### src/mrs_pkg.sv
// Shared types and constants of the 3x3 spreading filter.
package mrs_pkg;

  localparam int PIX_W          = 8;
  localparam int FRAME_WIDTH_W  = 11;
  localparam int FRAME_HEIGHT_W = 13;
  localparam int CFG_DATA_W     = 13;
  localparam int CFG_IDX_W      = 2;
  localparam int ROW_W          = 13;
  localparam int HEIGHT_LIMIT   = 4096;
  localparam int WIDTH_RST      = 640;
  localparam int HEIGHT_RST     = 480;

  typedef logic [PIX_W-1:0] pix_t;

  localparam pix_t PIX_MAX = {PIX_W{1'b1}};

  typedef enum logic [CFG_IDX_W-1:0] {
    CFG_SPREAD_MODE  = 2'd0,
    CFG_FRAME_WIDTH  = 2'd1,
    CFG_FRAME_HEIGHT = 2'd2
  } cfg_idx_e;

  typedef struct packed {
    pix_t pixel_in;
    logic flush;
  } in_item_t;

  typedef struct packed {
    pix_t pixel_out;
    logic last_of_frame;
  } out_item_t;

  // Per-item control handed from the input register to the filter stage.
  typedef struct packed {
    pix_t px;
    logic emit_a;       // row start: previous row's last column completes
    logic emit_b;       // column to the left of this one completes
    logic row_ok_top;
    logic row_ok_bot;
    logic col_ok_left;
    logic col_ok_right;
    logic last;
  } stage_ctl_t;

endpackage

### src/mrs_window.sv
// Window columns, 3x3 spread decision and result register.
module mrs_window import mrs_pkg::*; (
  input  logic       clk_i,
  input  logic       rst_ni,
  input  logic       spread_mode_i,
  input  logic       s1_valid_i,
  input  stage_ctl_t s1_ctl_i,
  input  pix_t       rd_top_i,
  input  pix_t       rd_mid_i,
  input  logic       out_stall_i,
  output logic       adv_o,
  output logic       out_valid_o,
  output out_item_t  out_item_o
);

  // Rows: 0 top, 1 middle, 2 bottom. Only the two newest columns are kept; the incoming
  // column (top and middle from the line store, bottom from the input pixel) is the right neighbor.
  pix_t      win_left_q [3];
  pix_t      win_ctr_q  [3];
  pix_t      new_col    [3];
  logic      row_ok     [3];
  pix_t      target;
  logic      hit;
  logic      out_valid_q;
  out_item_t out_item_q, out_item_d;
  logic      adv;

  always_comb begin
    target     = spread_mode_i ? PIX_MAX : '0;
    new_col[0] = rd_top_i;
    new_col[1] = rd_mid_i;
    new_col[2] = s1_ctl_i.px;
    row_ok[0]  = s1_ctl_i.row_ok_top;
    row_ok[1]  = 1'b1;
    row_ok[2]  = s1_ctl_i.row_ok_bot;
    hit        = 1'b0;
    for (int r = 0; r < 3; r++) begin
      if (row_ok[r]) begin
        if ((s1_ctl_i.col_ok_left && (win_left_q[r] == target)) ||
            (win_ctr_q[r] == target) ||
            (s1_ctl_i.col_ok_right && (new_col[r] == target))) begin
          hit = 1'b1;
        end
      end
    end
    out_item_d.pixel_out     = hit ? target : win_ctr_q[1];
    out_item_d.last_of_frame = s1_ctl_i.last;
  end

  assign adv = !out_valid_q || !out_stall_i;

  always_ff @(posedge clk_i or negedge rst_ni) begin
    if (!rst_ni) begin
      for (int r = 0; r < 3; r++) begin
        win_left_q[r] <= '0;
        win_ctr_q[r]  <= '0;
      end
      out_valid_q <= 1'b0;
    end else if (adv) begin
      if (s1_valid_i) begin
        for (int r = 0; r < 3; r++) begin
          win_left_q[r] <= win_ctr_q[r];
          win_ctr_q[r]  <= new_col[r];
        end
      end
      out_valid_q <= s1_valid_i && (s1_ctl_i.emit_a || s1_ctl_i.emit_b);
    end
  end

  always_ff @(posedge clk_i) begin
    if (adv && s1_valid_i) begin
      out_item_q <= out_item_d;
    end
  end

  assign adv_o       = adv;
  assign out_valid_o = out_valid_q;
  assign out_item_o  = out_item_q;

endmodule

### config.mk
export PLATFORM = sky130hd
export DESIGN_NAME = mrs_window
export DESIGN_NICKNAME = d
export VERILOG_FILES = /design/src/mrs_pkg.sv /design/src/mrs_window.sv
export SDC_FILE = /design/constraint.sdc
export NUM_CORES = 1
export LEC_CHECK = 0
export ABC_CLOCK_PERIOD_IN_PS = 3580
export BUFFER_PORTS_ARGS = -buffer_cell sky130_fd_sc_hd__buf_2
export CAP_MARGIN = 10
export CORE_AREA = 2 2 81 83
export DETAILED_ROUTE_END_ITERATION = 12
export DIE_AREA = 0 0 83 85
export SLEW_MARGIN = 40
export SYNTH_ARGS = -nofsm -noshare
export SYNTH_HDL_FRONTEND = slang
export SYNTH_SLANG_ARGS = --single-unit
### constraint.sdc
create_clock -name clk_i -period 3.58 [get_ports clk_i]
set_input_delay 0.358 -clock clk_i [delete_from_list [all_inputs] [get_ports clk_i]]
set_output_delay 0.358 -clock clk_i [all_outputs]
set_load 0.01 [all_outputs]
## After elaboration in Yosys (flattened, before gate mapping)

Cells that the tools add are included.

| word-level totals | value |
|---|---|
| register bits | 58 |
| output and inout port bits | 11 |

| cells by class | value |
|---|---|
| equal/unequal tests | 9 |
| muxes and demuxes | 7 |
| reductions and logical operators | 19 |

Operator list:

| kind | number |
|---|---|
| $eq A8 B8 Y1 | 9 |
| $mux W8 | 2 |
| $logic_and A1 B1 Y1 | 8 |
| $logic_or A1 B1 Y1 | 8 |
| $mux W1 | 5 |
| $logic_not A1 Y1 | 2 |
| $reduce_and A2 Y1 | 1 |

## Logic depth before layout (Yosys ltp)

| logic depth | value |
|---|---|
| word-level depth | 11 |
| mapped depth | 8 |

## Worst setup path after synthesis

No wires, ideal clock.

| path | value |
|---|---|
| path kind | input -> register |
| start | input s1_ctl_i[9] (netlist bit) |
| end | register out_item_q (netlist bit out_item_o[1]) (data pin) |
| setup time | 271 ps |
| arrival time | 1,532 ps |
| setup slack | 1,777 ps |
| stages on the path | 6 |
| path buffers | 0 |
| cell sequence | or4_1 > nor4_1 > o21ai_0 > nand3_1 > a21o_4 > o21ai_1 |

RTL lines:

| element | RTL line | RTL |
|---|---|---|
| start: declaration | mrs_window.sv:7 | `input stage_ctl_t s1_ctl_i,` |
| end signal: assignment | mrs_window.sv:72 | `out_item_q <= out_item_d;` |
| end: declaration | mrs_window.sv:25 | `out_item_t out_item_q, out_item_d;` |

==> summary.txt <==
Status: complete, no violations
Num rows: 29
Max Cap Viol: 0
Top Usage Layer GRT: met2
Die Wd: 83 um
P_int: 1.39 mW
Vias in the first global route: 1851
Post-synth EDFFs: 9
Final period utilization: 55.3%
Final std cells w/o fill: 346
Post-CTS setup buffer count: 0
Most common cell in the synthesized netlist: dfrtp_1
Post_cts resized: 0
Net Sw Frac: 24.9%
Pwr dens: 578 mW/mm2
Total GRT Usage: 16.6%
Ys async rst share: 84.5%
Slowest cell on crit path: or4_1
Synth top cells by count: 49 x dfrtp_1, 47 x mux2_2, 20 x nand2_1, 11 x nor3_1, 10 x nand4_1
Worst-path maximum fanout: 8
Layout Nets: 300
N_diodes: 0
GPL Wtd Cong: 0.754
P&R area growth vs syn: 19.4%
FMAX: 0.505 GHz
CTS Buf Count: 9
DRC errors left: 0
Combinational Power Share: 13.2%
Cell leakage power: 1.32 nW
Flop pwr share: 48.4%
Clock buffer depth: 2
Mapped Cells: 214
Psw: 0.462 mW
Antenna Nets Post-Route: 0
Clock latency at the later pin of the worst-skew pair: 0.33 ns
Global-route wire length before repair: 8.96 mm
Syn_area_per_cell: 12.6 um2
Num ports: 47
Setup CP Type: reg -> reg
Die footprint: 0.00706 mm2
Clock power share: 38.4%
Post-synthesis sequential area ratio: 55.7%
CTS sink count: 58
Critical Path RT: 3.63 ns
CTS tree: yes
Met3 Track Usage GR: 4.77%
Synth area leaders: dfrtp_1 46%, mux2_2 20%, edfxtp_1 10%, nand2_1 2.8%, nand4_1 2.3%
Hold Path Class: in -> async
Post-synthesis mux area share: 19.7%
Drt first pass iters: 4
Synth Area in Adders: 0%
CP Launch Type: flop
Crit path time final: 1.98 ns
Critical path, cell by cell: or4_1 > nor4_1 > o21ai_1 > o2111ai_2 > a21o_4 > o21ai_1
Mapped Nets: 250
H-tree depth: 3
Xor and xnor area share after synthesis: 0%
CTS Root Cell: clkbuf_8
Starting DRT DRC Count: 128
Met2 Use GR: 25.3%
Vias: 1895
Final setup vio count: 0
Clock Skew: 0.0117 ns
Area leader, netlist: dfrtp_1
Placed cells: 330
Initial antenna violation count: 0
Largest net degree at the start of global routing: 59
RSZ-0062 raised after global routing: no
Core ar.: 0.00620 mm2
Synth Area in Compound Gates: 7.27%
Clock transition at path regs: 0.07 ns
Die Ht: 85 um
Final slew viol count: 0
Wire per inst: 15.4 um
Top FF cell, synth: dfrtp_1
Mapped Area: 0.00269 mm2
Global route total overflow: 0
Critical path arrival: 2.03 ns
Max incr delay on CP: 0.53 ns
Drt via density: 5.48
Largest family of logic cells by synthesized area: multiplexers
Library cells used by synthesis: 30
Fillers: 553
Placed wire-length estimate: 3.70 mm
Yosys warns: 0
Worst vdd ir: 0.293 mV
Max-slew headroom: 52.8%
Synth Area in Simple Gates: 15.3%
Final Hold Fails: 0
Layout cells sized above 1: 43.9%
GRT met1 Usage: 21.9%
Setup Total Neg Slack: 0 ns
PortBufs: 46
Initial Utilization: 43.3%
Reg area: 0.00150 mm2
Share of the synthesized area in the top cell type: 45.6%
Crit. End Element: flop
Worst slew pin tran: 0.707 ns
Synth Register Bits: 58
Hold buffer count at cts: 0
Total power: 1.85 mW
Most common cell on crit path: o21ai_1
Total wire length: 5.32 mm
Multi-input gate area: 0.00114 mm2
-- power groups by stage --
stage | combinational [mW] | clock [mW] | sequential (mW)
detailed placement | 0.246 | 0 | 0.907
CTS | 0.249 | 0.728 | 0.897
finish | 0.244 | 0.712 | 0.898
global route | 0.272 | 0.766 | 0.914
global placement | 0.241 | 0 | 0.906
floorplan | 0.173 | 0 | 0.880
-- critical path: cells and delay by family (launching register included) --
kind,cells,cell delay (ns)
AO/OA/AOI/OAI,4,0.52
flip-flops,1,0.40
AND/OR/NAND/NOR,2,0.79
-- metal layers --
metal | routed length (um) | up-vias | part of all wire, %
li1 | - | 919 | -
met1 | 2520 | 918 | 47
met2 | 2520 | 56 | 47
met3 | 249 | 2 | 4.7
met4 | 34 | 0 | 0.64
met5 | 0 | - | 0
-- sequential cells by signal, indices dropped and copies added (netlist names) --
register and count:
out_valid_o 1, win_left_q 24, out_item_o 9, win_ctr_q 24
-- path summary, 6_finish.rpt --
path | slack, ns | to | cells past startpoint | from
worst max-delay path | 1.60 | out_item_o[1]$_DFFE_PP_ | 6 | win_ctr_q[18]$_DFFE_PN0P_
worst min-delay path | 0.04 | win_ctr_q[19]$_DFFE_PN0P_ | 1 | rst_ni
worst max register to register | 1.60 | out_item_o[1]$_DFFE_PP_ | 6 | win_ctr_q[18]$_DFFE_PN0P_
worst min register to register | 0.50 | out_valid_o$_DFFE_PN0N_ | 2 | out_valid_o$_DFFE_PN0N_
max in group asynchronous | 3.13 | win_left_q[1]$_DFFE_PN0P_ | 1 | rst_ni
min in group clk_i | 0.21 | out_item_o[0]$_DFFE_PP_ | 1 | s1_ctl_i[0]
-- per-stage QoR --
step | hold slack (ns) | cell area (um2) | util [%] | setup WS [ns]
final | 0.0395 | 3210 | 51.7 | 1.60
after global routing | 0.0796 | 3210 | 51.7 | 1.53
after CTS | 0.0541 | 3210 | 51.7 | 1.60
after detailed placement | 0.416 | 2970 | 47.9 | 1.38
after global placement | 0.491 | 2970 | 47.9 | 1.44
after floorplan | 0.0624 | 2690 | - | 1.78
-- cell families (layout without fill, tap and decap cells) --
logic type             after synthesis  count (layout)
AO/OA/AOI/OAI                       24              24
AND/OR/NAND/NOR                     76              76
multiplexers                        47              47
buffers and inverters                9              64
flip-flops                          58              58
-- cell type report --
| class | instances | area share, % |
|---|---|---|
| clock buffer | 11 | 4.10 |
| timing repair buffer | 47 | 7.49 |
| inverter | 1 | 0.117 |
| clock inverter | 5 | 3.20 |
| tap | 77 | 3.00 |
| multi-input combinational | 147 | 35.4 |
| sequential | 58 | 46.7 |
-- placed cells by master, fill, tap and decap left out --
cell type,Yosys,routed
nor4_1,9,9
edfxtp_1,9,9
clkinv_2,0,1
o21ai_2,1,1
nor2_1,4,4
clkbuf_8,0,9
clkbuf_1,1,2
or4_1,4,4
nand3_1,9,9
nor4b_1,1,1
o2111ai_2,1,1
a221oi_4,1,1
buf_2,5,45
or3_1,4,4
nor3_1,11,11
nand4_1,10,10
o21ai_1,9,9
and2_1,2,1
and2_2,0,1
nand4_2,1,1
nor4_2,1,1
nand2_1,20,20
a21o_4,1,1
o21ai_0,4,4
a31oi_2,1,1
mux2_2,47,47
inv_1,1,1
o31ai_1,1,1
dfrtp_1,49,49
o211a_4,1,1
bufinv_16,0,3
a31oi_1,3,3
clkinvlp_4,0,1
buf_4,0,2
o21a_2,1,1
Power figures use the tool's default switching activity.
