$ cat src/mrs_pkg.sv
// Shared types and constants of the 3x3 spreading filter.
package mrs_pkg;

  localparam int PIX_W          = 8;
  localparam int FRAME_WIDTH_W  = 11;
  localparam int FRAME_HEIGHT_W = 13;
  localparam int CFG_DATA_W     = 13;
  localparam int CFG_IDX_W      = 2;
  localparam int ROW_W          = 13;
  localparam int HEIGHT_LIMIT   = 4096;
  localparam int WIDTH_RST      = 640;
  localparam int HEIGHT_RST     = 480;

  typedef logic [PIX_W-1:0] pix_t;

  localparam pix_t PIX_MAX = {PIX_W{1'b1}};

  typedef enum logic [CFG_IDX_W-1:0] {
    CFG_SPREAD_MODE  = 2'd0,
    CFG_FRAME_WIDTH  = 2'd1,
    CFG_FRAME_HEIGHT = 2'd2
  } cfg_idx_e;

  typedef struct packed {
    pix_t pixel_in;
    logic flush;
  } in_item_t;

  typedef struct packed {
    pix_t pixel_out;
    logic last_of_frame;
  } out_item_t;

  // Per-item control handed from the input register to the filter stage.
  typedef struct packed {
    pix_t px;
    logic emit_a;       // row start: previous row's last column completes
    logic emit_b;       // column to the left of this one completes
    logic row_ok_top;
    logic row_ok_bot;
    logic col_ok_left;
    logic col_ok_right;
    logic last;
  } stage_ctl_t;

endpackage

$ cat src/mrs_ctrl.sv
// Configuration registers, frame position counters and input register.
module mrs_ctrl import mrs_pkg::*; #(
  parameter int MAX_WIDTH = 1024
) (
  input  logic                         clk_i,
  input  logic                         rst_ni,
  input  logic                         cfg_we_i,
  input  logic [CFG_IDX_W-1:0]         cfg_index_i,
  input  logic [CFG_DATA_W-1:0]        cfg_wdata_i,
  input  logic                         accept_i,
  input  in_item_t                     in_item_i,
  input  logic                         adv_i,
  output logic                         spread_mode_o,
  output logic                         rd_en_o,
  output logic [$clog2(MAX_WIDTH)-1:0] rd_addr_o,
  output logic                         s1_valid_o,
  output stage_ctl_t                   s1_ctl_o,
  output logic [$clog2(MAX_WIDTH)-1:0] s1_addr_o
);

  localparam int CW = $clog2(MAX_WIDTH);
  localparam int WW = $clog2(MAX_WIDTH + 1);
  localparam int W_RST = (WIDTH_RST > MAX_WIDTH) ? MAX_WIDTH : WIDTH_RST;

  logic                   spread_q, spread_d;
  logic [WW-1:0]          w_eff_q, w_eff_d;
  logic [ROW_W-1:0]       h_eff_q, h_eff_d;
  logic [CW-1:0]          in_col_q, in_col_d;
  logic [ROW_W-1:0]       in_row_q, in_row_d;
  logic                   s1_valid_q, s1_valid_d;
  stage_ctl_t             s1_ctl_q, ctl_d;
  logic [CW-1:0]          s1_addr_q;

  logic                     cfg_restart;
  logic [FRAME_WIDTH_W-1:0] wr_w;
  logic [ROW_W-1:0]         wr_h;
  logic [WW-1:0]            col_next;
  logic                     has_pixel, proc, col_zero, row_end;

  // Configuration write: clamp to the supported range and restart the frame.
  always_comb begin
    spread_d    = spread_q;
    w_eff_d     = w_eff_q;
    h_eff_d     = h_eff_q;
    cfg_restart = 1'b0;
    wr_w        = cfg_wdata_i[FRAME_WIDTH_W-1:0];
    wr_h        = cfg_wdata_i[FRAME_HEIGHT_W-1:0];
    if (cfg_we_i) begin
      case (cfg_index_i)
        CFG_SPREAD_MODE: begin
          spread_d    = cfg_wdata_i[0];
          cfg_restart = 1'b1;
        end
        CFG_FRAME_WIDTH: begin
          if (wr_w == '0) begin
            w_eff_d = WW'(1);
          end else if (32'(wr_w) > MAX_WIDTH) begin
            w_eff_d = WW'(MAX_WIDTH);
          end else begin
            w_eff_d = WW'(wr_w);
          end
          cfg_restart = 1'b1;
        end
        CFG_FRAME_HEIGHT: begin
          if (wr_h == '0) begin
            h_eff_d = ROW_W'(1);
          end else if (wr_h > ROW_W'(HEIGHT_LIMIT)) begin
            h_eff_d = ROW_W'(HEIGHT_LIMIT);
          end else begin
            h_eff_d = wr_h;
          end
          cfg_restart = 1'b1;
        end
        default: begin
          cfg_restart = 1'b0;
        end
      endcase
    end
  end

  // Position decode of the offered item; rows past the frame are flush rows.
  always_comb begin
    col_next  = WW'(in_col_q) + WW'(1);
    has_pixel = in_row_q < h_eff_q;
    proc      = !(in_item_i.flush && has_pixel);
    col_zero  = in_col_q == '0;
    row_end   = col_next >= w_eff_q;

    ctl_d.px           = has_pixel ? in_item_i.pixel_in : '0;
    ctl_d.emit_a       = col_zero && (in_row_q >= ROW_W'(2));
    ctl_d.emit_b       = !col_zero && (in_row_q >= ROW_W'(1));
    ctl_d.row_ok_top   = col_zero ? (in_row_q >= ROW_W'(3)) : (in_row_q >= ROW_W'(2));
    ctl_d.row_ok_bot   = col_zero ? (in_row_q <= h_eff_q) : (in_row_q < h_eff_q);
    ctl_d.col_ok_left  = col_zero ? (w_eff_q >= WW'(2)) : (in_col_q >= CW'(2));
    ctl_d.col_ok_right = !col_zero;
    ctl_d.last         = ctl_d.emit_a && (in_row_q == h_eff_q + ROW_W'(1));

    in_col_d = in_col_q;
    in_row_d = in_row_q;
    if (cfg_restart) begin
      in_col_d = '0;
      in_row_d = '0;
    end else if (accept_i && proc) begin
      if (ctl_d.last) begin
        in_col_d = '0;
        in_row_d = '0;
      end else if (row_end) begin
        in_col_d = '0;
        in_row_d = in_row_q + ROW_W'(1);
      end else begin
        in_col_d = col_next[CW-1:0];
      end
    end

    s1_valid_d = s1_valid_q;
    if (accept_i) begin
      s1_valid_d = proc;
    end else if (adv_i) begin
      s1_valid_d = 1'b0;
    end
  end

  always_ff @(posedge clk_i or negedge rst_ni) begin
    if (!rst_ni) begin
      spread_q   <= 1'b0;
      w_eff_q    <= WW'(W_RST);
      h_eff_q    <= ROW_W'(HEIGHT_RST);
      in_col_q   <= '0;
      in_row_q   <= '0;
      s1_valid_q <= 1'b0;
    end else begin
      spread_q   <= spread_d;
      w_eff_q    <= w_eff_d;
      h_eff_q    <= h_eff_d;
      in_col_q   <= in_col_d;
      in_row_q   <= in_row_d;
      s1_valid_q <= s1_valid_d;
    end
  end

  always_ff @(posedge clk_i) begin
    if (accept_i && proc) begin
      s1_ctl_q  <= ctl_d;
      s1_addr_q <= in_col_q;
    end
  end

  assign spread_mode_o = spread_q;
  assign rd_en_o       = accept_i && proc;
  assign rd_addr_o     = in_col_q;
  assign s1_valid_o    = s1_valid_q;
  assign s1_ctl_o      = s1_ctl_q;
  assign s1_addr_o     = s1_addr_q;

  a_col_in_row: assert property (@(posedge clk_i) disable iff (!rst_ni)
    WW'(in_col_q) < w_eff_q)
    else $error("column counter beyond frame width");

  a_row_bound: assert property (@(posedge clk_i) disable iff (!rst_ni)
    in_row_q <= h_eff_q + ROW_W'(1))
    else $error("row counter beyond last flush row");

  a_last_restarts: assert property (@(posedge clk_i) disable iff (!rst_ni)
    (accept_i && proc && ctl_d.last) |=> (in_col_q == '0 && in_row_q == '0))
    else $error("frame did not restart after its last pixel");

  a_no_overwrite: assert property (@(posedge clk_i) disable iff (!rst_ni)
    accept_i |-> (!s1_valid_q || adv_i))
    else $error("input register overwritten while holding an item");

endmodule

$ cat config.mk
export PLATFORM = sky130hd
export DESIGN_NAME = mrs_ctrl
export DESIGN_NICKNAME = d
export VERILOG_FILES = /design/src/mrs_pkg.sv /design/src/mrs_ctrl.sv
export SDC_FILE = /design/constraint.sdc
export NUM_CORES = 1
export LEC_CHECK = 0
export BUFFER_PORTS_ARGS = -buffer_cell sky130_fd_sc_hd__buf_2
export CORE_AREA = 3 3 89 91
export CTS_CLUSTER_SIZE = 40
export DETAILED_ROUTE_END_ITERATION = 10
export DIE_AREA = 0 0 92 94
export PLACE_DENSITY = 0.86
export SLEW_MARGIN = 25
export SYNTH_ARGS = -nofsm -noshare
export SYNTH_HDL_FRONTEND = slang
export SYNTH_SLANG_ARGS = --single-unit
$ cat constraint.sdc
create_clock -name clk_i -period 7.62 [get_ports clk_i]
set_clock_uncertainty 0.15 [all_clocks]
set_input_delay 1.143 -clock clk_i [delete_from_list [all_inputs] [get_ports clk_i]]
set_output_delay 1.143 -clock clk_i [all_outputs]
set_load 0.01 [all_outputs]
; Yosys cells after proc, flatten, opt, wreduce, memory -nomap -nowiden
; Index checks and enable logic that the tools add are counted.
[classes]
order_cmp = 10
muxes = 19
add_sub_neg = 3
eq_ne = 3
reduce_logical = 19
[op_table]
columns = cell, n
row1 = $mux 13, 6
row2 = $mux 10, 4
row3 = $add 13x1->13 const B, 2
row4 = $ge 13x2->1 const B, 2
row5 = $mux 11, 2
row6 = $eq 13x13->1, 1
row7 = $ge 13x1->1 const B, 1
row8 = $gt 13x13->1 const B, 1
row9 = $le 13x13->1, 1
row10 = $logic_not 13->1, 1
row11 = $lt 13x13->1, 1
row12 = $add 10x1->11 const B, 1
row13 = $ge 11x11->1, 1
row14 = $ge 11x2->1 const B, 1
row15 = $gt 11x11->1 const B, 1
row16 = $logic_not 11->1, 1
row17 = $ge 10x2->1 const B, 1
row18 = $logic_not 10->1, 1
row19 = $reduce_and 2->1, 4
row20 = $mux 1, 7
row21 = $logic_and 1x1->1, 5
row22 = $reduce_bool 2->1, 2
row23 = $reduce_bool 3->1, 1
row24 = $reduce_or 3->1, 1
row25 = 4 further kinds, 5
[word_totals]
in_bits = 29
out_inout_bits = 38
word_cells = 69
reg_bits = 74

; Longest topological paths before layout
; Gate-level depths: netlist (run 1).
[logic_depth]
depth_word = 6
mapped_depth = 14
ltp_nobuf = 13

; Worst setup path before layout (run 1)
; Ideal clock, no wire load.
[synth_timing]
path_type = reg2out
start = register h_eff_q[8]
end = output rd_en_o
path_buffers = 1
arrival_ns = 2.490
path_slack_ns = 3.837
stages_incl_launch_ff = 9
required_time_ns = 6.327
cell_sequence = dfstp_2 -> inv_1 -> ha_1 -> nand4_1 -> nor2_1 -> a21boi_1 -> o41ai_1 -> inv_2 -> clkbuf_1
[synth_via]
elab_chain_len = 4
[synth_rtl]
columns = item, line
row1 = start: declaration, mrs_ctrl.sv:27  ; logic [ROW_W-1:0] h_eff_q, h_eff_d;
row2 = start signal: assignment, mrs_ctrl.sv:127  ; h_eff_q <= ROW_W'(HEIGHT_RST);
row3 = $lt 13x13->1, mrs_ctrl.sv:84  ; has_pixel = in_row_q < h_eff_q;
row4 = $logic_and 1x1->1, mrs_ctrl.sv:85  ; proc = !(in_item_i.flush && has_pixel);
row5 = $logic_not 1->1, mrs_ctrl.sv:85
row6 = $logic_and 1x1->1, mrs_ctrl.sv:149  ; assign rd_en_o = accept_i && proc;
row7 = end: declaration, mrs_ctrl.sv:14  ; output logic rd_en_o,
; Every way passes these cells.

; Worst setup path after layout (run 1)
; Same ends and word-level chain as after synthesis.

==> impl_metrics.csv, run 1 <==
group,metric,value,unit
run_status,status,"finished, final reports clean",
synth,ys_seq_area_frac,0.4443,
floorplan,die_h,94,µm
worst_setup_path,cp_max_fo,36,
flow_run,cap_violations,0,
worst_setup_path,path_common_cell,"buf_4",
timing,drv_slew,0,
worst_setup_path,required,6.33,ns
worst_setup_path,cp_data_arrival_time,2.78,ns
global_routing,grt_max_degree,50,
clock_tree,clk_path_buf_depth,2,
power_and_ir_drop,p_total,1.142,mW
placement,port_buffers,66,
clock_tree,cts_num_sinks,74,
timing,worst_pin_slew,0.8837,ns
floorplan,rows,31,
placement,dp_hpwl,7.760,mm
routing,drt_iter0_markers,429,
worst_setup_path,cpMaxStageDelayCell,"dfstp_2",
clock_tree,cts-root-buf,"clkbuf_8",
synth,syn_area,4467,µm²
timing,max_freq,245.5,MHz
worst_setup_path,crit_chain,"inv_1 > ha_1 > nand4_1 > nor2_1 > a21boi_1 > o41ai_2 > buf_4 > inv_2 > buf_4 > buf_2",
placement,place.gp.congestion,0.8982,
power_and_ir_drop,power_density,225.1,nW/µm²
synth,synth.area.top_cells,"dfrtp_1, edfxtp_1, ha_1, nand2_1, dfstp_2",
timing,finalCriticalPeriod,4.073,ns
timing,rsz0062_at_grt,"no",
placement,dp.cells,608,
global_routing,grt_antenna_before_repair,0,
routing,num_vias,3843,
power_and_ir_drop,vdd_drop_max,0.1360,mV
floorplan,fp.coreArea,7214,µm²
routing,via_per_inst,6.159,
timing,finalSetupTns,0,ns
routing,wire_per_inst,17.14,µm
clock_tree,holdBufCountCts,0,
timing,fin_ws,3.547,ns
worst_setup_path,crit_type,"reg2out",
synth,synth-seq-cells,74,
synth,yosysWarnings,0,
global_routing,track_usage,0.2621,
timing,setup_violations,0,
finish,syn_to_final_growth,13.56,%
synth,ys_async_sr_fraction,0.6622,
floorplan,initial_utilization,0.6191,
clock_tree,cts_tree,"done",
clock_tree,clk_pin_slew,0.08,ns
synth,synth_area_per_cell,9.774,µm²
routing,firstDrtPassIters,5,
clock_tree,cts.repair.resized,0,
timing,slew_headroom,0.4064,
clock_tree,cts_inserted_buffers,9,
power_and_ir_drop,power.leakage,2.279,nW
finish,diodes,0,
floorplan,dieWidth,92,µm
routing,routed_wl,10.70,mm
finish,drive_above_1_share,0.2019,
routing,drc,0,
timing,finalHoldViolations,0,
synth,synth_nets,517,
floorplan,die_area,8648,µm²
floorplan,ios,67,
clock_tree,clkLatencyLatePin,0.35,ns
clock_tree,htreeDepth,3,
timing,min_period_over_period,0.5346,
finish,num-fill-cells,572,
synth,synth-edff-count,25,
clock_tree,cts_setup_buffers,0,
synth,synth_area_leader_cell,"dfrtp_1",
routing,ant_nets,0,
worst_setup_path,r2r_cells,13,
synth,ys.flop_type,"dfrtp_1",
placement,place_ws,3.936,ns
global_routing,grt_pass1_vias,3721,
global_routing,grt.overflow.total,0,
finish,nNetsFinal,580,
worst_setup_path,cp-end-kind,"output port",
worst_setup_path,crit_path_start_kind,"register",
synth,synth_top_area_share,0.2409,
global_routing,grt_pass1_wl,18.00,mm
hold_path,worstHoldPathType,"reg2reg",
worst_setup_path,cp_slowest_stage_delay,0.56,ns
hold_path,hold_depth,2,
finish,layout.cells.non_filler,624,
synth,synth_cells,457,
synth,synth_cell_type_count,59,
cells in the final DEF (no fill, tap or decap), types with 3 or more instances in the layout:
cell type	instances
nand4_1	18
nor3_1	10
nand2_1	44
dfstp_2	6
inv_1	29
nor4_1	13
mux2_2	3
o31ai_1	5
clkbuf_8	9
or3_1	4
and3_1	10
o21ai_1	8
o21ai_0	13
dfrtp_1	43
a21o_1	4
ha_1	31
xor2_1	18
and2_1	9
buf_4	4
nand3_1	29
xnor2_1	14
a21oi_1	12
nand2b_1	11
buf_2	65
nand4b_1	3
a22o_1	15
nor2_1	26
edfxtp_1	25
Yosys cell counts (all sizes together), types with 9 or more instances:
master / number
and3: 10
a22o: 15
edfxtp: 25
nor4: 14
nor3: 10
xnor2: 14
clkbuf: 14
nand4: 19
nand2b: 11
a21oi: 12
and2: 9
nand2: 44
dfrtp: 43
inv: 31
o21ai: 21
nand3: 29
xor2: 18
nor2: 27
ha: 31
per-stage QoR:
step / instance area, µm² / hold slack (ns) / util
after floorplan: 4467 / 0.3038 / -
after global placement: 4877 / 0.3091 / 0.6760
after detailed placement: 4880 / 0.3348 / 0.6764
after CTS: 5072 / 0.3539 / 0.7031
after global routing: 5072 / 0.3785 / 0.7031
final: 5072 / 0.3532 / 0.7031
path summary, 6_finish.rpt:
path	slack [ns]	to	from
max	3.55	rd_en_o	h_eff_q[8]
min	0.35	s1_valid_o	s1_valid_o
max reg2reg	3.90	in_row_q[11]	rd_addr_o[1]
min reg2reg	0.35	s1_valid_o	s1_valid_o
max in group asynchronous	6.25	rd_addr_o[7]	rst_ni
min in group asynchronous	0.65	w_eff_q[2]	rst_ni
where the power goes:
group | internal [mW] | switching [mW]
logic | 0.132 | 0.185
clock network | 0.152 | 0.149
registers | 0.469 | 0.0550
total | 0.753 | 0.389
sequential cells by signal (all words and copies together) (netlist names):
| name | count |
|---|---|
| spread_mode_o | 1 |
| s1_addr_o | 10 |
| s1_valid_o | 1 |
| rd_addr_o | 10 |
| in_row_q | 13 |
| h_eff_q | 13 |
| s1_ctl_o | 15 |
| w_eff_q | 11 |
worst max-delay path: cells and delay by family (launching register included):
kind	cells	cell delay [ns]
compound gates	2	0.35
buf+inv	5	0.94
simple gates	2	0.23
fa+ha+maj	1	0.33
flops	1	0.56
metal layers:
layer / vias to the layer above / share of wire / GRT usage
met3: 21 / 0.063 / 0.05769
met2: 154 / 0.50 / 0.4422
li1: 1780 / - / -
met1: 1888 / 0.41 / 0.3368
met4: 0 / 0.019 / 0.08540
met5: - / 0 / 0
area by class of cell:
| cell class | instances | area [µm²] | area share |
|---|---|---|---|
| Sequential cell | 74 | 1984 | 0.3912 |
| Multi-Input combinational cell | 335 | 2300 | 0.4534 |
| Clock inverter | 6 | 65.06 | 0.01283 |
| Inverter | 31 | 116.4 | 0.02294 |
| Clock buffer | 10 | 127.6 | 0.02516 |
| Tap cell | 99 | 123.9 | 0.02442 |
| Timing Repair Buffer | 69 | 355.3 | 0.07005 |
cell families after synthesis:
group	count (synthesis)	synth area share
AND/OR/NAND/NOR	194	0.2339
flip-flops	74	0.4443
AO/OA/AOI/OAI	73	0.1165
buffers and inverters	48	0.04258
XOR/XNOR	32	0.06275
adder cells (fa/ha/maj)	32	0.08908
multiplexers	4	0.01092
(Power assumes the default switching activity.)
==> inputs of run 2 (changes only) <==
CORE_AREA = 3 3 97 99   (was 3 3 89 91)
DIE_AREA = 0 0 100 102   (was 0 0 92 94)
PLACE_DENSITY = 0.77   (was 0.86)
clock period = 3.3 ns   (was 7.62 ns; I/O delays follow)
==> impl_metrics.csv, run 2 (synthesis results as in run 1) <==
group,metric,value,unit
worst_setup_path,cp_slowest_stage_delay,0.52,ns
power_and_ir_drop,pwr-share-clk,0.305,
finish,layout.cells.most_common,"buf_2",
power_and_ir_drop,power_density,550.8,nW/µm²
worst_setup_path,cp-end-kind,"output port",
floorplan,dieWidth,100,µm
floorplan,fp.coreArea,8636,µm²
routing,wire_per_inst,17.31,µm
placement,place.gp.congestion,0.8864,
timing,min_period_over_period,0.9441,
timing,slew_headroom,0.4007,
placement,placed_cell_area,4966,µm²
finish,seqCellArea,1987,µm²
worst_setup_path,crit_family,"compound AO/OA/AOI/OAI gates",
finish,finalInstanceArea,5260,µm²
routing,via_per_inst,5.848,
worst_setup_path,crit_path_start_kind,"register",
power_and_ir_drop,power.leakage,2.368,nW
worst_setup_path,cp_data_arrival_time,2.47,ns
finish,num-fill-cells,733,
power_and_ir_drop,p_sw_frac,0.3229,
run_status,violations,"hold timing",
worst_setup_path,required,2.65,ns
routing,routed_wl,11.18,mm
finish,final_util,0.6091,
worst_setup_path,crit_buf_inv,3,
finish,largest_reg_flops,15,
worst_setup_path,crit_type,"reg2out",
timing,drv_slew,0,
floorplan,die_area,10200,µm²
flow_run,cap_violations,0,
power_and_ir_drop,vdd_drop_max,0.2259,mV
worst_setup_path,crit_chain,"inv_1 > ha_1 > and3_1 > o21ai_1 > a21boi_1 > o41ai_2 > inv_2 > buf_2",
timing,finalCriticalPeriod,3.116,ns
global_routing,grt_pass1_wl,18.13,mm
worst_setup_path,r2r-end,"in_row_q[9]",
timing,worst_pin_slew,0.8921,ns
global_routing,grt_pass1_vias,3716,
floorplan,rows,34,
finish,multiInputGateArea,2316,µm²
timing,fin_ws,0.1845,ns
global_routing,grt.overflow.total,0,
finish,diodes,0,
power_and_ir_drop,internal_power,1.962,mW
timing,finalSetupTns,0,ns
global_routing,grt_antenna_before_repair,0,
worst_setup_path,cpMaxStageDelayCell,"dfrtp_1",
global_routing,grt_max_degree,50,
timing,rsz0062_at_grt,"no",
power_and_ir_drop,p_total,2.897,mW
finish,syn_to_final_growth,17.76,%
finish,drive_above_1_share,0.2361,
finish,final_cell_mix,"buf_2, nand2_1, dfrtp_1",
routing,ant_nets,0,
placement,port_buffers,66,
timing,finalHoldViolations,4,
clock_tree,htreeDepth,3,
finish,nNetsFinal,593,
routing,drt_iter0_markers,247,
floorplan,die_h,102,µm
clock_tree,cts_inserted_buffers,9,
clock_tree,cts_num_sinks,74,
clock_tree,clkLatencyLatePin,0.36,ns
floorplan,ios,67,
power_and_ir_drop,p_seq_frac,0.411,
routing,drc,0,
timing,setup_violations,0,
run_status,status,"finished, violations left",
routing,num_vias,3778,
worst_setup_path,worstReg2RegStart,"rd_addr_o[0]",
power_and_ir_drop,p_sw,0.9354,mW
routing,firstDrtPassIters,4,
power_and_ir_drop,combPwrFrac,0.284,
worst_setup_path,rrSetupSlack,0.21,ns
global_routing,track_usage,0.2263,
hold_path,worstHoldPathType,"in2async",
placement,place_ws,0.09647,ns
timing,max_freq,321.0,MHz
clock_tree,holdBufCountCts,0,
floorplan,initial_utilization,0.5172,
clock_tree,clk_path_buf_depth,2,
clock_tree,cts-root-buf,"clkbuf_8",
timing,hold_slack,-0.01729,ns
clock_tree,clk_pin_slew,0.08,ns
placement,dp_hpwl,8.214,mm
worst_setup_path,cp_max_fo,7,
clock_tree,cts_tree,"done",
worst_setup_path,r2r_cells,13,
==> run 2: worst max path at each step <==
stage | slack [ns] | end | cells after the start | from
6_report | 0.18 | rd_en_o | 8 | h_eff_q[4]
5_1_grt | 0.02 | rd_en_o | 8 | h_eff_q[4]
4_1_cts | 0.06 | in_row_q[1] | 12 | rd_addr_o[2]
3_5_place_dp | 0.1 | in_row_q[1] | 12 | rd_addr_o[2]
3_3_place_gp | 0.21 | rd_addr_o[1] | 14 | rd_addr_o[0]
2_1_floorplan | 0.03 | in_row_q[0] | 11 | h_eff_q[8]
==> run 2: area by class of cell <==
class | instances | area share
inverters | 31 | 0.02212
clock inverters | 6 | 0.02117
multi-input cells | 335 | 0.4403
well taps | 108 | 0.02569
repair buffers | 82 | 0.08682
clock buffers | 10 | 0.02617
flip-flops and latches | 74 | 0.3777
==> run 2: what timing repair did <==
action,4_1_cts,5_1_grt
setup buffers,0,3
gates resized for setup,0,8
endpoints found under the setup margin,0,21
==> run 2: layer usage <==
| metal | up-vias | global-route usage | wire length (µm) |
|---|---|---|---|
| li1 | 1808 | - | - |
| met1 | 1815 | 0.2817 | 4641 |
| met2 | 126 | 0.3889 | 5660 |
| met3 | 29 | 0.04915 | 570 |
| met4 | 0 | 0.08394 | 311 |
| met5 | - | 0 | 0 |
==> run 2: power by group through the flow <==
stage | Clock [mW] | Sequential (mW) | Combinational (mW)
floorplan | 0 | 1.20 | 0.506
global placement | 0 | 1.20 | 0.770
detailed placement | 0 | 1.21 | 0.802
CTS | 0.893 | 1.19 | 0.807
global route | 0.938 | 1.21 | 0.915
finish | 0.882 | 1.19 | 0.823
==> run 2: through the flow <==
step | cells | hold WS (ns)
2_1_floorplan | 457 | 0.04941
3_3_place_gp | 627 | 0.3053
3_5_place_dp | 627 | 0.3196
4_1_cts | 643 | 0.01765
5_1_grt | 646 | 0.03717
6_report | 646 | -0.01729
==> inputs of run 3 (changes only) <==
ABC_AREA = 1   (was default)
CAP_MARGIN = 0   (was default)
CORE_AREA = 3 3 98 100   (was 3 3 97 99)
DIE_AREA = 0 0 101 103   (was 0 0 100 102)
PLACE_DENSITY = 0.76   (was 0.77)
==> impl_metrics.csv, run 3 <==
group,metric,value,unit
worst_setup_path,crit_path_start_kind,"register",
power_and_ir_drop,power.leakage,2.665,nW
clock_tree,cts-root-buf,"clkbuf_8",
finish,num-fill-cells,762,
routing,routed_wl,11.04,mm
synth,synthMuxAreaShare,0,
timing,setup_violations,0,
synth,ys.flop_type,"dfrtp_1",
worst_setup_path,worstReg2RegStart,"rd_addr_o[0]",
routing,firstDrtPassIters,5,
synth,ys_seq_area_frac,0.4393,
power_and_ir_drop,vdd_drop_max,0.2463,mV
worst_setup_path,crit_chain,"inv_1 > nor3_2 > nand4_1 > nor2_2 > nand3_1 > xor2_1 > ha_1 > nand2_1 > nor2_1 > nand3_1 > o2111ai_1 > nor2_2 > buf_4 > nand3_4 > nand3_1 > nand2_1",
run_status,violations,"hold timing",
global_routing,grt_pass1_wl,17.60,mm
routing,drt_iter0_markers,269,
global_routing,grt_max_degree,47,
global_routing,track_usage,0.2134,
synth,synth_cells,552,
worst_setup_path,cpMaxStageDelayCell,"dfrtp_2",
power_and_ir_drop,power_density,549.7,nW/µm²
synth,synth_top_area_share,0.2382,
synth,synth_nets,612,
routing,wire_per_inst,14.88,µm
synth,synth_area_leader_cell,"dfrtp_1",
clock_tree,clk_path_buf_depth,2,
finish,finalInstanceArea,5266,µm²
run_status,status,"finished, violations left",
finish,nNetsFinal,689,
synth,synthAdderAreaFrac,0.08587,
placement,dp.cells,722,
clock_tree,htreeDepth,3,
global_routing,grt.overflow.total,0,
hold_path,worstHoldPathType,"in2async",
finish,diodes,0,
worst_setup_path,crit_type,"reg2reg",
floorplan,fp.coreArea,8763,µm²
synth,post-synth-top-count-cell,"nand2_1",
timing,finalHoldViolations,7,
synth,ys_async_sr_fraction,0.6622,
timing,finalSetupTns,0,ns
timing,worst_pin_slew,0.9029,ns
worst_setup_path,path_common_cell,"nand3_1",
floorplan,ios,67,
synth,synth_area_per_cell,8.183,µm²
routing,num_vias,4023,
worst_setup_path,required,3.39,ns
clock_tree,cts_tree,"done",
timing,max_freq,327.2,MHz
flow_run,cap_violations,0,
synth,synthXorXnorAreaFrac,0.04266,
timing,hold_slack,-0.004416,ns
routing,drc,0,
synth,synth-seq-cells,74,
floorplan,rows,34,
floorplan,dieWidth,101,µm
worst_setup_path,cp_data_arrival_time,3.14,ns
floorplan,initial_utilization,0.5154,
power_and_ir_drop,p_total,2.895,mW
synth,synth_top_family_by_area,"simple AND/OR/NAND/NOR gates",
worst_setup_path,cp_max_fo,12,
worst_setup_path,critPathLaunch,"rd_addr_o[0]",
placement,placed_cell_area,4962,µm²
timing,drv_slew,0,
clock_tree,clkLatencyLatePin,0.35,ns
routing,via_per_inst,5.422,
placement,port_buffers,66,
finish,layout.cells.non_filler,742,
synth,synth.area.top_cells,"dfrtp_1, edfxtp_1, nand2_1, ha_1, inv_1",
finish,syn_to_final_growth,16.59,%
global_routing,grt_pass1_vias,3741,
placement,dp_hpwl,8.166,mm
synth,yosys.area_share.simple,0.2562,
finish,layout.cells.most_common,"nand2_1",
timing,finalCriticalPeriod,3.056,ns
synth,synth_cell_type_count,39,
finish,largest_reg_flops,15,
synth,synth_compound_area_frac,0.08532,
global_routing,grt_antenna_before_repair,0,
clock_tree,cts_num_sinks,74,
finish,final_cell_mix,"nand2_1, inv_1, buf_2",
floorplan,die_h,103,µm
worst_setup_path,cp-end-kind,"register",
timing,slew_headroom,0.3941,
clock_tree,clk_pin_slew,0.09,ns
timing,min_period_over_period,0.9260,
synth,synth_common_cells,"nand2_1, inv_1, nor2_1",
clock_tree,holdBufCountCts,0,
clock_tree,cts_inserted_buffers,9,
synth,synth-edff-count,25,
floorplan,die_area,10400,µm²
synth,yosysWarnings,0,
routing,ant_nets,0,
synth,syn_area,4517,µm²
worst_setup_path,cp_slowest_stage_delay,0.42,ns
placement,place.gp.congestion,0.8990,
finish,drive_above_1_share,0.1940,
run 3: changes by cell type after synthesis, sizes merged, moves of 10 or more:
cell    before  now
nor4        14    2
inv         31   89
nor2        27   63
a22o        15    0
nand2b      11    0
o22ai        1   28
nand2       44  123
and3        10    0
clkbuf      14    4
nand3       29   46
run 3: path summary, 6_finish.rpt:
check	end	slack (ns)	cells after the start
worst min register to register	s1_valid_o	0.33	2
worst min-delay path	rd_addr_o[8]	-0.004	1
worst max-delay path	in_row_q[9]	0.24	16
min in group clk_i	s1_valid_o	0.22	4
max in group asynchronous	h_eff_q[5]	2.41	2
worst max register to register	in_row_q[9]	0.24	16
run 3: area by class of cell:
class	instances	area, µm²	share of cell area
clock buffers	10	127.6	0.02423
clock inverters	6	112.6	0.02138
inverters	91	341.6	0.06486
multi-input cells	379	2170	0.4120
flip-flops and latches	74	1987	0.3773
well taps	108	135.1	0.02566
repair buffers	74	392.9	0.07460
run 3: logic make-up (layout without fill, tap and decap cells):
kind of cell             count (synthesis)  count (layout)
flip-flops                              74              74
adder cells (fa/ha/maj)                 31              31
AO/OA/AOI/OAI                           65              65
AND/OR/NAND/NOR                        259             261
buffers and inverters                  101             181
XOR/XNOR                                22              22
run 3: timing repair:
| item | in CTS | in global routing |
|---|---|---|
| hold endpoints to repair | 0 | 0 |
| gates resized for setup | 0 | 7 |
| buffers inserted | 0 | 2 |
| endpoints found under the setup margin | 0 | 23 |
run 3: per-stage QoR:
stage,util,setup slack (ns)
2_1_floorplan,-,0.4484
3_3_place_gp,0.5660,0.2939
3_5_place_dp,0.5662,0.1603
4_1_cts,0.5937,0.1476
5_1_grt,0.6009,-0.01384
6_report,0.6009,0.2442
run 3: worst max-delay path, delay by kind of cell, from the launching register on:
family	cells	cell delay (ns)
AO/OA/AOI/OAI	1	0.15
XOR/XNOR	1	0.20
adder cells (fa/ha/maj)	1	0.28
buffers and inverters	2	0.27
flip-flops	1	0.42
AND/OR/NAND/NOR	11	1.49
run 3: where the power goes:
group	internal [mW]	leakage, nW	switching [mW]
Clock	0.507	0.121	0.358
Sequential	1.09	0.865	0.0956
Combinational	0.313	1.68	0.531
run 3: routing by layer:
layer,share of wire,up-vias,track usage,routed length (µm)
li1,-,1981,-,-
met1,0.47,1836,0.3061,5141
met2,0.43,181,0.3241,4773
met3,0.081,25,0.04060,891
met4,0.022,0,0.07669,238
met5,0,-,0,0
